File: config.mk
export PLATFORM = sky130hd
export DESIGN_NAME = sns_ctrl
export DESIGN_NICKNAME = d
export VERILOG_FILES = /design/src/sns_pkg.sv /design/src/sns_ctrl.sv
export SDC_FILE = /design/constraint.sdc
export NUM_CORES = 1
export LEC_CHECK = 0
export BUFFER_PORTS_ARGS = -buffer_cell sky130_fd_sc_hd__buf_2
export CAP_MARGIN = 20
export CORE_AREA = 3 3 40 42
export CTS_CLUSTER_SIZE = 28
export DETAILED_ROUTE_END_ITERATION = 7
export DIE_AREA = 0 0 43 45
export HOLD_SLACK_MARGIN = 0.08
export PLACE_DENSITY = 0.44
export SLEW_MARGIN = 20
export SYNTH_ARGS = -nofsm -noshare
export SYNTH_HDL_FRONTEND = slang
export SYNTH_SLANG_ARGS = --single-unit
File: constraint.sdc
create_clock -name clk -period 2.06 [get_ports clk]
set_input_delay 0.103 -clock clk [delete_from_list [all_inputs] [get_ports clk]]
set_output_delay 0.103 -clock clk [all_outputs]
set_load 0.02 [all_outputs]
File: src/sns_pkg.sv
`timescale 1ns / 1ps
// ----------------------------------------------------------------------------
// sns_pkg
// Shared types and constants for the Sobel non-maximum suppression block.
// ----------------------------------------------------------------------------
package sns_pkg;

  // Register map (word index)
  localparam int unsigned REG_IMAGE_WIDTH = 0;

  localparam logic [10:0] WIDTH_RESET = 11'd640;
  localparam int unsigned MIN_WIDTH   = 5;

  // Fixed-point constants: 181/1024 ~ 1/(4*sqrt2), 106/256 ~ tan 22.5, 618/256 ~ tan 67.5
  localparam logic [7:0]  MAG_SCALE = 8'd181;
  localparam logic [6:0]  TAN_LO    = 7'd106;
  localparam logic [9:0]  TAN_HI    = 10'd618;

  // Direction sectors
  localparam logic [1:0] SEC_HORZ      = 2'd0;
  localparam logic [1:0] SEC_DIAG_SAME = 2'd1;
  localparam logic [1:0] SEC_VERT      = 2'd2;
  localparam logic [1:0] SEC_DIAG_OPP  = 2'd3;

  typedef enum logic [3:0] {
    ST_IDLE,
    ST_READ,
    ST_WIN,
    ST_GRAD,
    ST_SQUARE,
    ST_SUM,
    ST_SQRT,
    ST_MAG,
    ST_UPDATE,
    ST_EMIT
  } state_t;

  typedef struct packed {
    logic latch;
    logic win;
    logic grad;
    logic square;
    logic sum;
    logic sqrt_step;
    logic mag;
    logic update;
    logic load_out;
  } cmd_t;

  typedef struct packed {
    logic sqrt_done;
    logic emit_req;
    logic out_free;
  } status_t;

endpackage

File: src/sns_ctrl.sv
`timescale 1ns / 1ps
// ----------------------------------------------------------------------------
// sns_ctrl
// Sequencer: steps one item through read, window, gradient, root and emit.
// ----------------------------------------------------------------------------
module sns_ctrl (
  input  logic            clk,
  input  logic            rst,
  input  logic            in_valid,
  output logic            in_ready,
  input  sns_pkg::status_t stat,
  output sns_pkg::cmd_t   cmd
);

  sns_pkg::state_t state, state_next;

  // state register
  always_ff @(posedge clk) begin
    if (rst) begin
      state <= sns_pkg::ST_IDLE;
    end else begin
      state <= state_next;
    end
  end

  // next state
  always_comb begin
    state_next = state;
    case (state)
      sns_pkg::ST_IDLE:   if (in_valid) state_next = sns_pkg::ST_READ;
      sns_pkg::ST_READ:   state_next = sns_pkg::ST_WIN;
      sns_pkg::ST_WIN:    state_next = sns_pkg::ST_GRAD;
      sns_pkg::ST_GRAD:   state_next = sns_pkg::ST_SQUARE;
      sns_pkg::ST_SQUARE: state_next = sns_pkg::ST_SUM;
      sns_pkg::ST_SUM:    state_next = sns_pkg::ST_SQRT;
      sns_pkg::ST_SQRT:   if (stat.sqrt_done) state_next = sns_pkg::ST_MAG;
      sns_pkg::ST_MAG:    state_next = sns_pkg::ST_UPDATE;
      sns_pkg::ST_UPDATE: state_next = sns_pkg::ST_EMIT;
      sns_pkg::ST_EMIT: begin
        if (!stat.emit_req || stat.out_free) state_next = sns_pkg::ST_IDLE;
      end
      default:            state_next = sns_pkg::ST_IDLE;
    endcase
  end

  // command outputs
  always_comb begin
    cmd      = '0;
    in_ready = 1'b0;
    case (state)
      sns_pkg::ST_IDLE: begin
        in_ready  = 1'b1;
        cmd.latch = in_valid;
      end
      sns_pkg::ST_WIN:    cmd.win       = 1'b1;
      sns_pkg::ST_GRAD:   cmd.grad      = 1'b1;
      sns_pkg::ST_SQUARE: cmd.square    = 1'b1;
      sns_pkg::ST_SUM:    cmd.sum       = 1'b1;
      sns_pkg::ST_SQRT:   cmd.sqrt_step = 1'b1;
      sns_pkg::ST_MAG:    cmd.mag       = 1'b1;
      sns_pkg::ST_UPDATE: cmd.update    = 1'b1;
      sns_pkg::ST_EMIT:   cmd.load_out  = stat.emit_req && stat.out_free;
      default: begin
        cmd = '0;
      end
    endcase
  end

endmodule

==> results of run 1 <==
## final cells by class
cell class / count / area (um2)
clock buffer: 3 / 22.5
fill: 143 / 881
inverter: 1 / 3.75
multi-input combinational: 29 / 204
sequential: 4 / 80.1
tap: 15 / 18.8
timing repair buffer: 15 / 75.1
## cell usage after synthesis, drive strengths merged
library cell  n  area [um2]
buf           4        28.8
o41ai         1        16.3
nand3         1        5.00
o32ai         1        16.3
nand2         2        7.51
a21boi        1        7.51
nand2b        4        25.0
inv           1        3.75
xor2          1        8.76
dfxtp         4        80.1
nor3          5        25.0
a211oi        1        7.51
o21ba         1        10.0
nor3b         1        12.5
nor4          1        12.5
o21a          1        7.51
and2          1        6.26
nor2          4        15.0
nor2b         2        12.5
xnor2         1        8.76
## per-stage QoR
step	setup slack, ns	hold WS, ns
after floorplan	0.681	0.180
after global placement	0.764	0.356
after detailed placement	0.731	0.352
after CTS	0.477	0.106
after global routing	0.294	0.107
final	0.501	0.114
## cell families after synthesis
family / after synthesis / share of synthesized area [%]
DFF: 4 / 25.3
and+or+nand+nor: 21 / 38.3
buffers and inverters: 5 / 10.3
AOI/OAI and AO/OA: 6 / 20.6
xor gates and xnor gates: 2 / 5.53
## metal layers
| layer | vias to the layer above | track usage [%] | wire [um] |
|---|---|---|---|
| met5 | - | 0 | 0 |
| met4 | 0 | 1.81 | 0 |
| met3 | 0 | 4.78 | 77 |
| met2 | 15 | 13.8 | 293 |
| met1 | 130 | 9.88 | 347 |
| li1 | 158 | - | - |
## critical path: cells and delay by family, from the launching register on
family	cells	cell delay, ns
simple gates	3	0.52
flops	1	0.54
buf+inv	1	0.17
## power groups by stage
stage	Sequential, mW	Combinational [mW]	Clock [mW]
finish	0.103	0.0668	0.0939
global route	0.105	0.0728	0.108
CTS	0.103	0.0677	0.101
detailed placement	0.104	0.0673	0
global placement	0.104	0.0682	0
floorplan	0.0873	0.0681	0
## how the worst min path moves through the flow
stage | from | end | slack (ns) | depth (start not counted)
floorplan | rst | state[1] | 0.18 | 1
global placement | stat[0] | state[0] | 0.36 | 2
detailed placement | stat[0] | state[0] | 0.35 | 2
CTS | stat[0] | state[0] | 0.11 | 2
global route | stat[0] | state[0] | 0.11 | 2
finish | rst | state[1] | 0.11 | 2
==> results_dict.tcl, run 1 <==
set metrics [dict create \
    cpPeakStageDelay_ns 0.54 \
    seqPwrFrac_pct 39.0 \
    design_area_um2 404 \
    drive_gt1_share_pct 42.3 \
    final_cells 67 \
    worst_path_max_delay_cell "dfxtp_1" \
    route.detailed.drc 0 \
    die_h_um 45 \
    regMostFlops "state" \
    grt_overflow_total 0 \
    grt_max_degree 12 \
    period_share_pct 75.7 \
    cts_root_buffer "clkbuf_4" \
    antenna_found_initial 0 \
    cp_cell_sequence "nor3b_2 > nand3_1 > nor2_1 > buf_2" \
    start_util_pct 24.6 \
    synth_seq_cells 4 \
    final_cell_mix "buf_2 (15), nor3_1 (5), nand2b_1 (4), nor2_1 (4), dfxtp_1 (4)" \
    largest_reg_flops 4 \
    ys_warn_count 0 \
    syn_area_per_cell_um2 8.33 \
    finish.utilization_pct 31.5 \
    die-area_um2 1940 \
    endpoint_kind "output pin" \
    total_power_mw 0.263 \
    first_pass_iters 1 \
    clock-sinks 4 \
    wl_per_cell_um 10.7 \
    num_rows 13 \
    final_common_cell "buf_2" \
    globalplace.congestion 0.621 \
    dp_hpwl_um 540 \
    p_switching_mw 0.0834 \
    start_kind "register" \
    setup_viol 0 \
    clk_pin_slew_ns 0.04 \
    finalNetCount 60 \
    worstRegToRegCells 3 \
    cts_made_buffers 3 \
    power.density_nw_per_um2 651 \
    p_int_mw 0.180 \
    r2r_end "state[0]" \
    critical_path.startpoint "state[3]" \
    postPlaceCellArea_um2 382 \
    core-area_um2 1280 \
    grt_pass1_wl_um 1190 \
    via_per_inst 4.52 \
    p_comb_share_pct 25.4 \
    dp.cells 64 \
    clk_path_buf_depth 2 \
    peakVddDrop_v 0.000359 \
    cts.repair.resized 0 \
    critical_path_class "register to output pin" \
    vias 303 \
    clock_skew_ns 0.00272 \
    synthToLayoutAreaGrowth_pct 27.7 \
    slew_headroom_pct 74.5 \
    track_usage_pct 8.49 \
    hold_path_class "input port to register" \
    worstPathMaxFanout 11 \
    endpoint "cmd[0]" \
    run_status "finished clean" \
    antenna_left 0 \
    setup-tns-final_ns 0 \
    slew_violations 0 \
    regToRegStartpoint "state[3]" \
    reg_top3 "state: 4 flops" \
    netlist_area_um2 317 \
    synthDistinctLibCells 22 \
    port_buffers 15 \
    seq_area_frac_synth_pct 25.3 \
    synth_fp_nets 44 \
    finalHoldViolations 0 \
    drt_wl_total_um 718 \
    cts_max_level 1 \
    required_ns 1.96 \
    r2r_slack_ns 0.80 \
    p_sw_share_pct 31.7 \
    period_minus_slack_ns 1.56 \
    fmax_mhz 641 \
    drt_iter0_drc 0 \
    io_pins 16 \
    die_x_um 43 \
    p_leak_nw 0.196 \
    clkPwrFrac_pct 35.7 \
    antenna_cells 0 \
    clk_latency_ns 0.23 \
    tritoncts "done" \
    rsz0062_at_grt "false" \
    cap_violations 0 \
    grt_pass1_vias 293 \
    post_cts_buffers 0 \
    cp_data_arrival_time_ns 1.46 \
    tightest_slew_ns 0.382 \
    cts_hold_buf 0 \
    syn_inst 38 \
]
Power figures use the tool's default switching activity.
==> run 2: changes to the inputs <==
clock period = 1.6 ns   (was 2.06 ns; I/O delays follow)
==> run 2 against run 1 <==
Effect of this change: utilization increased by 0.58 points; combinational power increased by 29%; non-clock buffer count increased by 1; first-iteration DRC count increased by 4; clock skew increased by 0.0017 ns; register-to-register slack got worse by 0.33 ns; via count decreased by 1.3%; critical path type unchanged; critical endpoint unchanged.
==> results_dict.tcl, run 2 (synthesis gave the netlist of run 1 again) <==
set metrics [dict create \
    run_status "finished clean" \
    critical_path.startpoint "state[1]" \
    drive_gt1_share_pct 43.4 \
    hold_depth 2 \
    peakVddDrop_v 0.000316 \
    period_share_pct 87.6 \
    dp_hpwl_um 529 \
    core-area_um2 1280 \
    synthToLayoutAreaGrowth_pct 30.0 \
    clk_pin_slew_ns 0.04 \
    power.density_nw_per_um2 828 \
    setup-tns-final_ns 0 \
    largest_reg_flops 4 \
    grt_util_met3_pct 3.59 \
    antenna_found_initial 0 \
    die_x_um 43 \
    cap_violations 0 \
    grt_overflow_total 0 \
    dp_worst_setup_slack_ns 0.452 \
    period_minus_slack_ns 1.40 \
    globalplace.congestion 0.654 \
    hp-start "rst" \
    regToRegStartpoint "state[1]" \
    hold_path_end "state[1]" \
    r2r_end "state[0]" \
    io_pins 16 \
    post_cts_buffers 0 \
    port_buffers 15 \
    busiest_layer "met2" \
    r2r_slack_ns 0.47 \
    start_util_pct 24.6 \
    worstPathMaxFanout 9 \
    setup_viol 0 \
    via_per_inst 4.40 \
    setup_ws_ns 0.199 \
    regMostFlops "state" \
    grt_max_degree 12 \
    use_met1_pct 11.4 \
    p_leak_nw 0.201 \
    clk_path_buf_depth 2 \
    antenna_cells 0 \
    track_usage_pct 9.00 \
    slew_violations 0 \
    final_common_cell "buf_2" \
    clk_latency_ns 0.23 \
    met2_usage_pct 12.0 \
    critical_path_class "register to output pin" \
    endpoint_kind "output pin" \
    drt_iter0_drc 4 \
    cts_root_buffer "clkbuf_4" \
    cts.repair.resized 0 \
    cts_made_buffers 3 \
    cp_data_arrival_time_ns 1.32 \
    finalNetCount 61 \
    die_h_um 45 \
    slew_headroom_pct 74.8 \
    wl_per_cell_um 10.4 \
    vias 299 \
    rsz0062_at_grt "false" \
    finalHoldViolations 0 \
    tightest_slew_ns 0.378 \
    final_cell_mix "buf_2 (15), nor3_1 (5), nand2b_1 (4), nor2_1 (4), dfxtp_1 (4)" \
    cts_hold_buf 0 \
    clock-sinks 4 \
    clock_skew_ns 0.00437 \
    start_kind "register" \
    die-area_um2 1940 \
    grt_pass1_vias 302 \
    fmax_mhz 714 \
    grt_pass1_wl_um 1240 \
    antenna_left 0 \
    hold_path_class "input port to register" \
    reg_top3 "state: 4 flops" \
    required_ns 1.52 \
    worstRegToRegCells 3 \
    num_rows 13 \
    route.detailed.drc 0 \
    drt_wl_total_um 706 \
    tritoncts "done" \
    first_pass_iters 3 \
    cts_max_level 1 \
]
-- run 2: cell count changes in the layout (fill, tap and decap cells not counted) --
cell / before / now
buf_4: 0 / 1
-- run 2: stage by stage --
step / area, um2 / hold WS, ns / util [%] / cells / power [mW]
floorplan: 317 / 0.157 / - / 38 / 0.200
global route: 412 / 0.0880 / 32.0 / 68 / 0.374
detailed placement: 389 / 0.335 / 30.3 / 65 / 0.220
global placement: 389 / 0.330 / 30.3 / 65 / 0.221
CTS: 412 / 0.0868 / 32.0 / 68 / 0.350
finish: 412 / 0.0898 / 32.0 / 68 / 0.341
-- run 2: cell type report --
class | instances | area [um2]
fill | 149 | 873
inverter | 1 | 3.75
multi-input combinational | 29 | 204
sequential | 4 | 80.1
tap | 15 | 18.8
clock buffer | 3 | 22.5
timing repair buffer | 16 | 82.6
-- run 2: how the worst max path moves through the flow --
stage / endpoint / cells past startpoint
after floorplan: cmd[8] / 3
after global placement: cmd[0] / 4
after detailed placement: cmd[0] / 4
after CTS: cmd[0] / 4
after global routing: cmd[0] / 4
final: cmd[0] / 4
-- run 2: per-layer routing --
layer	vias to the layer above	routed length (um)
met5	-	0
met4	0	0
met3	0	47
met2	13	294
met1	124	365
li1	162	-
-- run 2: power by group --
| part | internal, mW | switching [mW] | total, mW |
|---|---|---|---|
| Sequential | 0.108 | 0.0227 | 0.131 |
| Combinational | 0.0395 | 0.0467 | 0.0862 |
| Clock | 0.0838 | 0.0398 | 0.124 |
| Total | 0.232 | 0.109 | 0.341 |
-- run 2: worst max-delay path, stage by stage, from the launching register on --
cell,delay (ns)
dfxtp_1,0.40
nor3b_2,0.27
nand3_1,0.14
nor2_1,0.11
buf_2,0.17
==> run 3: changes to the inputs <==
PLACE_DENSITY = 0.46   (was 0.44)
clock period = 1.2 ns   (was 1.6 ns; I/O delays follow)
==> run 3 against run 2 <==
Effect of this change: the run now ends with negative setup slack left; die area unchanged; final area up 48%; register-to-register slack worse by 0.56 ns; clock skew down 0.0022 ns; clock-buffer cell count unchanged; routed wire length up 32%; flip-flop and latch count unchanged; via count up 26%; global-route usage up 1.7 points; final cell count up 18%; critical endpoint unchanged.
==> results_dict.tcl, run 3 (synthesis gave the netlist of run 1 again) <==
set metrics [dict create \
    cp_cell_sequence "nor3b_4 > nand3_2 > nor2_2 > buf_6" \
    p_leak_nw 0.271 \
    total_power_mw 0.545 \
    wl_met3_um 92 \
    endpoint_kind "output pin" \
    worstRegToRegCells 5 \
    antenna_left 0 \
    finalHoldViolations 0 \
    critical_path_class "register to output pin" \
    run_status "finished, violations left" \
    p_sw_share_pct 31.7 \
    clock-sinks 4 \
    grt_pass1_vias 346 \
    finish.utilization_pct 47.5 \
    dp_hpwl_um 542 \
    p_comb_share_pct 38.0 \
    peakVddDrop_v 0.000495 \
    cpPeakStageDelay_ns 0.37 \
    hold_path_end "state[0]" \
    regMostFlops "state" \
    tightest_slew_ns 0.264 \
    drive_gt1_share_pct 67.7 \
    p_switching_mw 0.173 \
    drt_wl_total_um 934 \
    worstPathMaxFanout 8 \
    fillers 128 \
    seqPwrFrac_pct 31.6 \
    core-area_um2 1280 \
    cp_data_arrival_time_ns 1.23 \
    io_pins 16 \
    clk_path_buf_depth 2 \
    setup_viol 4 \
    period_minus_slack_ns 1.29 \
    synthToLayoutAreaGrowth_pct 92.9 \
    violations "negative setup slack" \
    cts_root_buffer "clkbuf_4" \
    start_util_pct 24.6 \
    top_layer "met3" \
    period_share_pct 108 \
    crit_family "simple AND/OR/NAND/NOR gates" \
    antenna_cells 0 \
    clk_pin_slew_ns 0.04 \
    path_buf_inv 1 \
    die-area_um2 1940 \
    drt_iter0_drc 3 \
    m1WireLength_um 381 \
    grt_max_degree 10 \
    clk_latency_ns 0.23 \
    largest_reg_flops 4 \
    required_ns 1.14 \
    cts_made_buffers 3 \
    num_rows 13 \
    grt_pass1_wl_um 1520 \
    via_per_inst 4.70 \
    hp-start "in_valid" \
    reg_top3 "state: 4 flops" \
    power.density_nw_per_um2 892 \
    wl_met2_um 459 \
    grt_overflow_total 0 \
    setup_ws_ns -0.0919 \
    cap_violations 0 \
    r2r_slack_ns -0.09 \
    slew_headroom_pct 82.2 \
    route.detailed.drc 0 \
    first_pass_iters 4 \
    tritoncts "done" \
    regToRegStartpoint "state[1]" \
    start_kind "register" \
    final_common_cell "buf_4" \
    p_int_mw 0.372 \
    antenna_found_initial 0 \
    die_h_um 45 \
    rsz0062_at_grt "true" \
    globalplace.congestion 0.678 \
    clkPwrFrac_pct 30.4 \
    hold_depth 3 \
    port_buffers 15 \
    track_usage_pct 10.7 \
    finalNetCount 73 \
    slew_violations 0 \
    wl_per_cell_um 11.7 \
    worst_path_max_delay_cell "dfxtp_4" \
    die_x_um 43 \
    hold_path_class "input port to register" \
    cts_max_level 1 \
    fmax_mhz 774 \
    vias 376 \
    clock_skew_ns 0.00215 \
    r2r_end "state[0]" \
    final_cell_mix "buf_4 (13), buf_2 (7), buf_6 (6)" \
]
## run 3: cell types whose count changed in the layout (fill, tap and decap cells not counted), sizes merged
| cell | delta |
|---|---|
| buf | +10 |
| dlygate4sd3 | +2 |
## run 3: power by group through the flow
stage	clock network (mW)	logic (mW)	registers [mW]
4_1_cts	0.177	0.181	0.172
2_1_floorplan	0	0.126	0.150
3_3_place_gp	0	0.129	0.180
5_1_grt	0.190	0.223	0.175
3_5_place_dp	0	0.128	0.180
6_report	0.166	0.207	0.172
## run 3: repair_timing
item / CTS / global route
gates resized for setup: 20 / 10
gates cloned: 0 / 0
hold buffers: 2 / 0
pin swaps: 7 / 5
endpoints found under the setup margin: 10 / 9
endpoints found under the hold margin: 3 / 0
buffers inserted: 5 / 3
## run 3: through the flow
step                hold slack [ns]  setup slack [ns]  area [um2]  TNS [ns]  std cells
finish                        0.110           -0.0919         611    -0.292         80
global route                  0.117            -0.216         611    -0.713         80
CTS                           0.107           -0.0608         549    -0.124         77
detailed placement            0.305            0.0490         413         0         67
global placement              0.311            0.0644         413         0         67
floorplan                     0.137            0.0101         325         0         38
## run 3: worst max-delay path by stage
stage / startpoint / end / depth (start not counted)
global placement: state[1] / cmd[0] / 4
CTS: state[2] / cmd[0] / 4
finish: state[1] / cmd[0] / 4
floorplan: state[2] / cmd[8] / 3
detailed placement: state[1] / cmd[0] / 4
global route: state[1] / cmd[0] / 4
## run 3: worst min-delay path: stages
cell and delay (ns):
buf_2 0.10, o41ai_2 0.06, o32ai_2 0.08
## run 3: routing by layer
metal / vias to the layer above / global-route usage [%]
met1: 171 / 13.0
met4: 0 / 0
li1: 187 / -
met3: 0 / 7.17
met2: 18 / 16.8
met5: - / 0
## run 3: final cells by class
type	count	area (um2)	area share (%)
clock buffer	3	22.5	3.69
inverter	1	3.75	0.615
multi-input combinational	29	253	41.4
sequential	4	92.6	15.2
tap	15	18.8	3.07
timing repair buffer	28	220	36.1
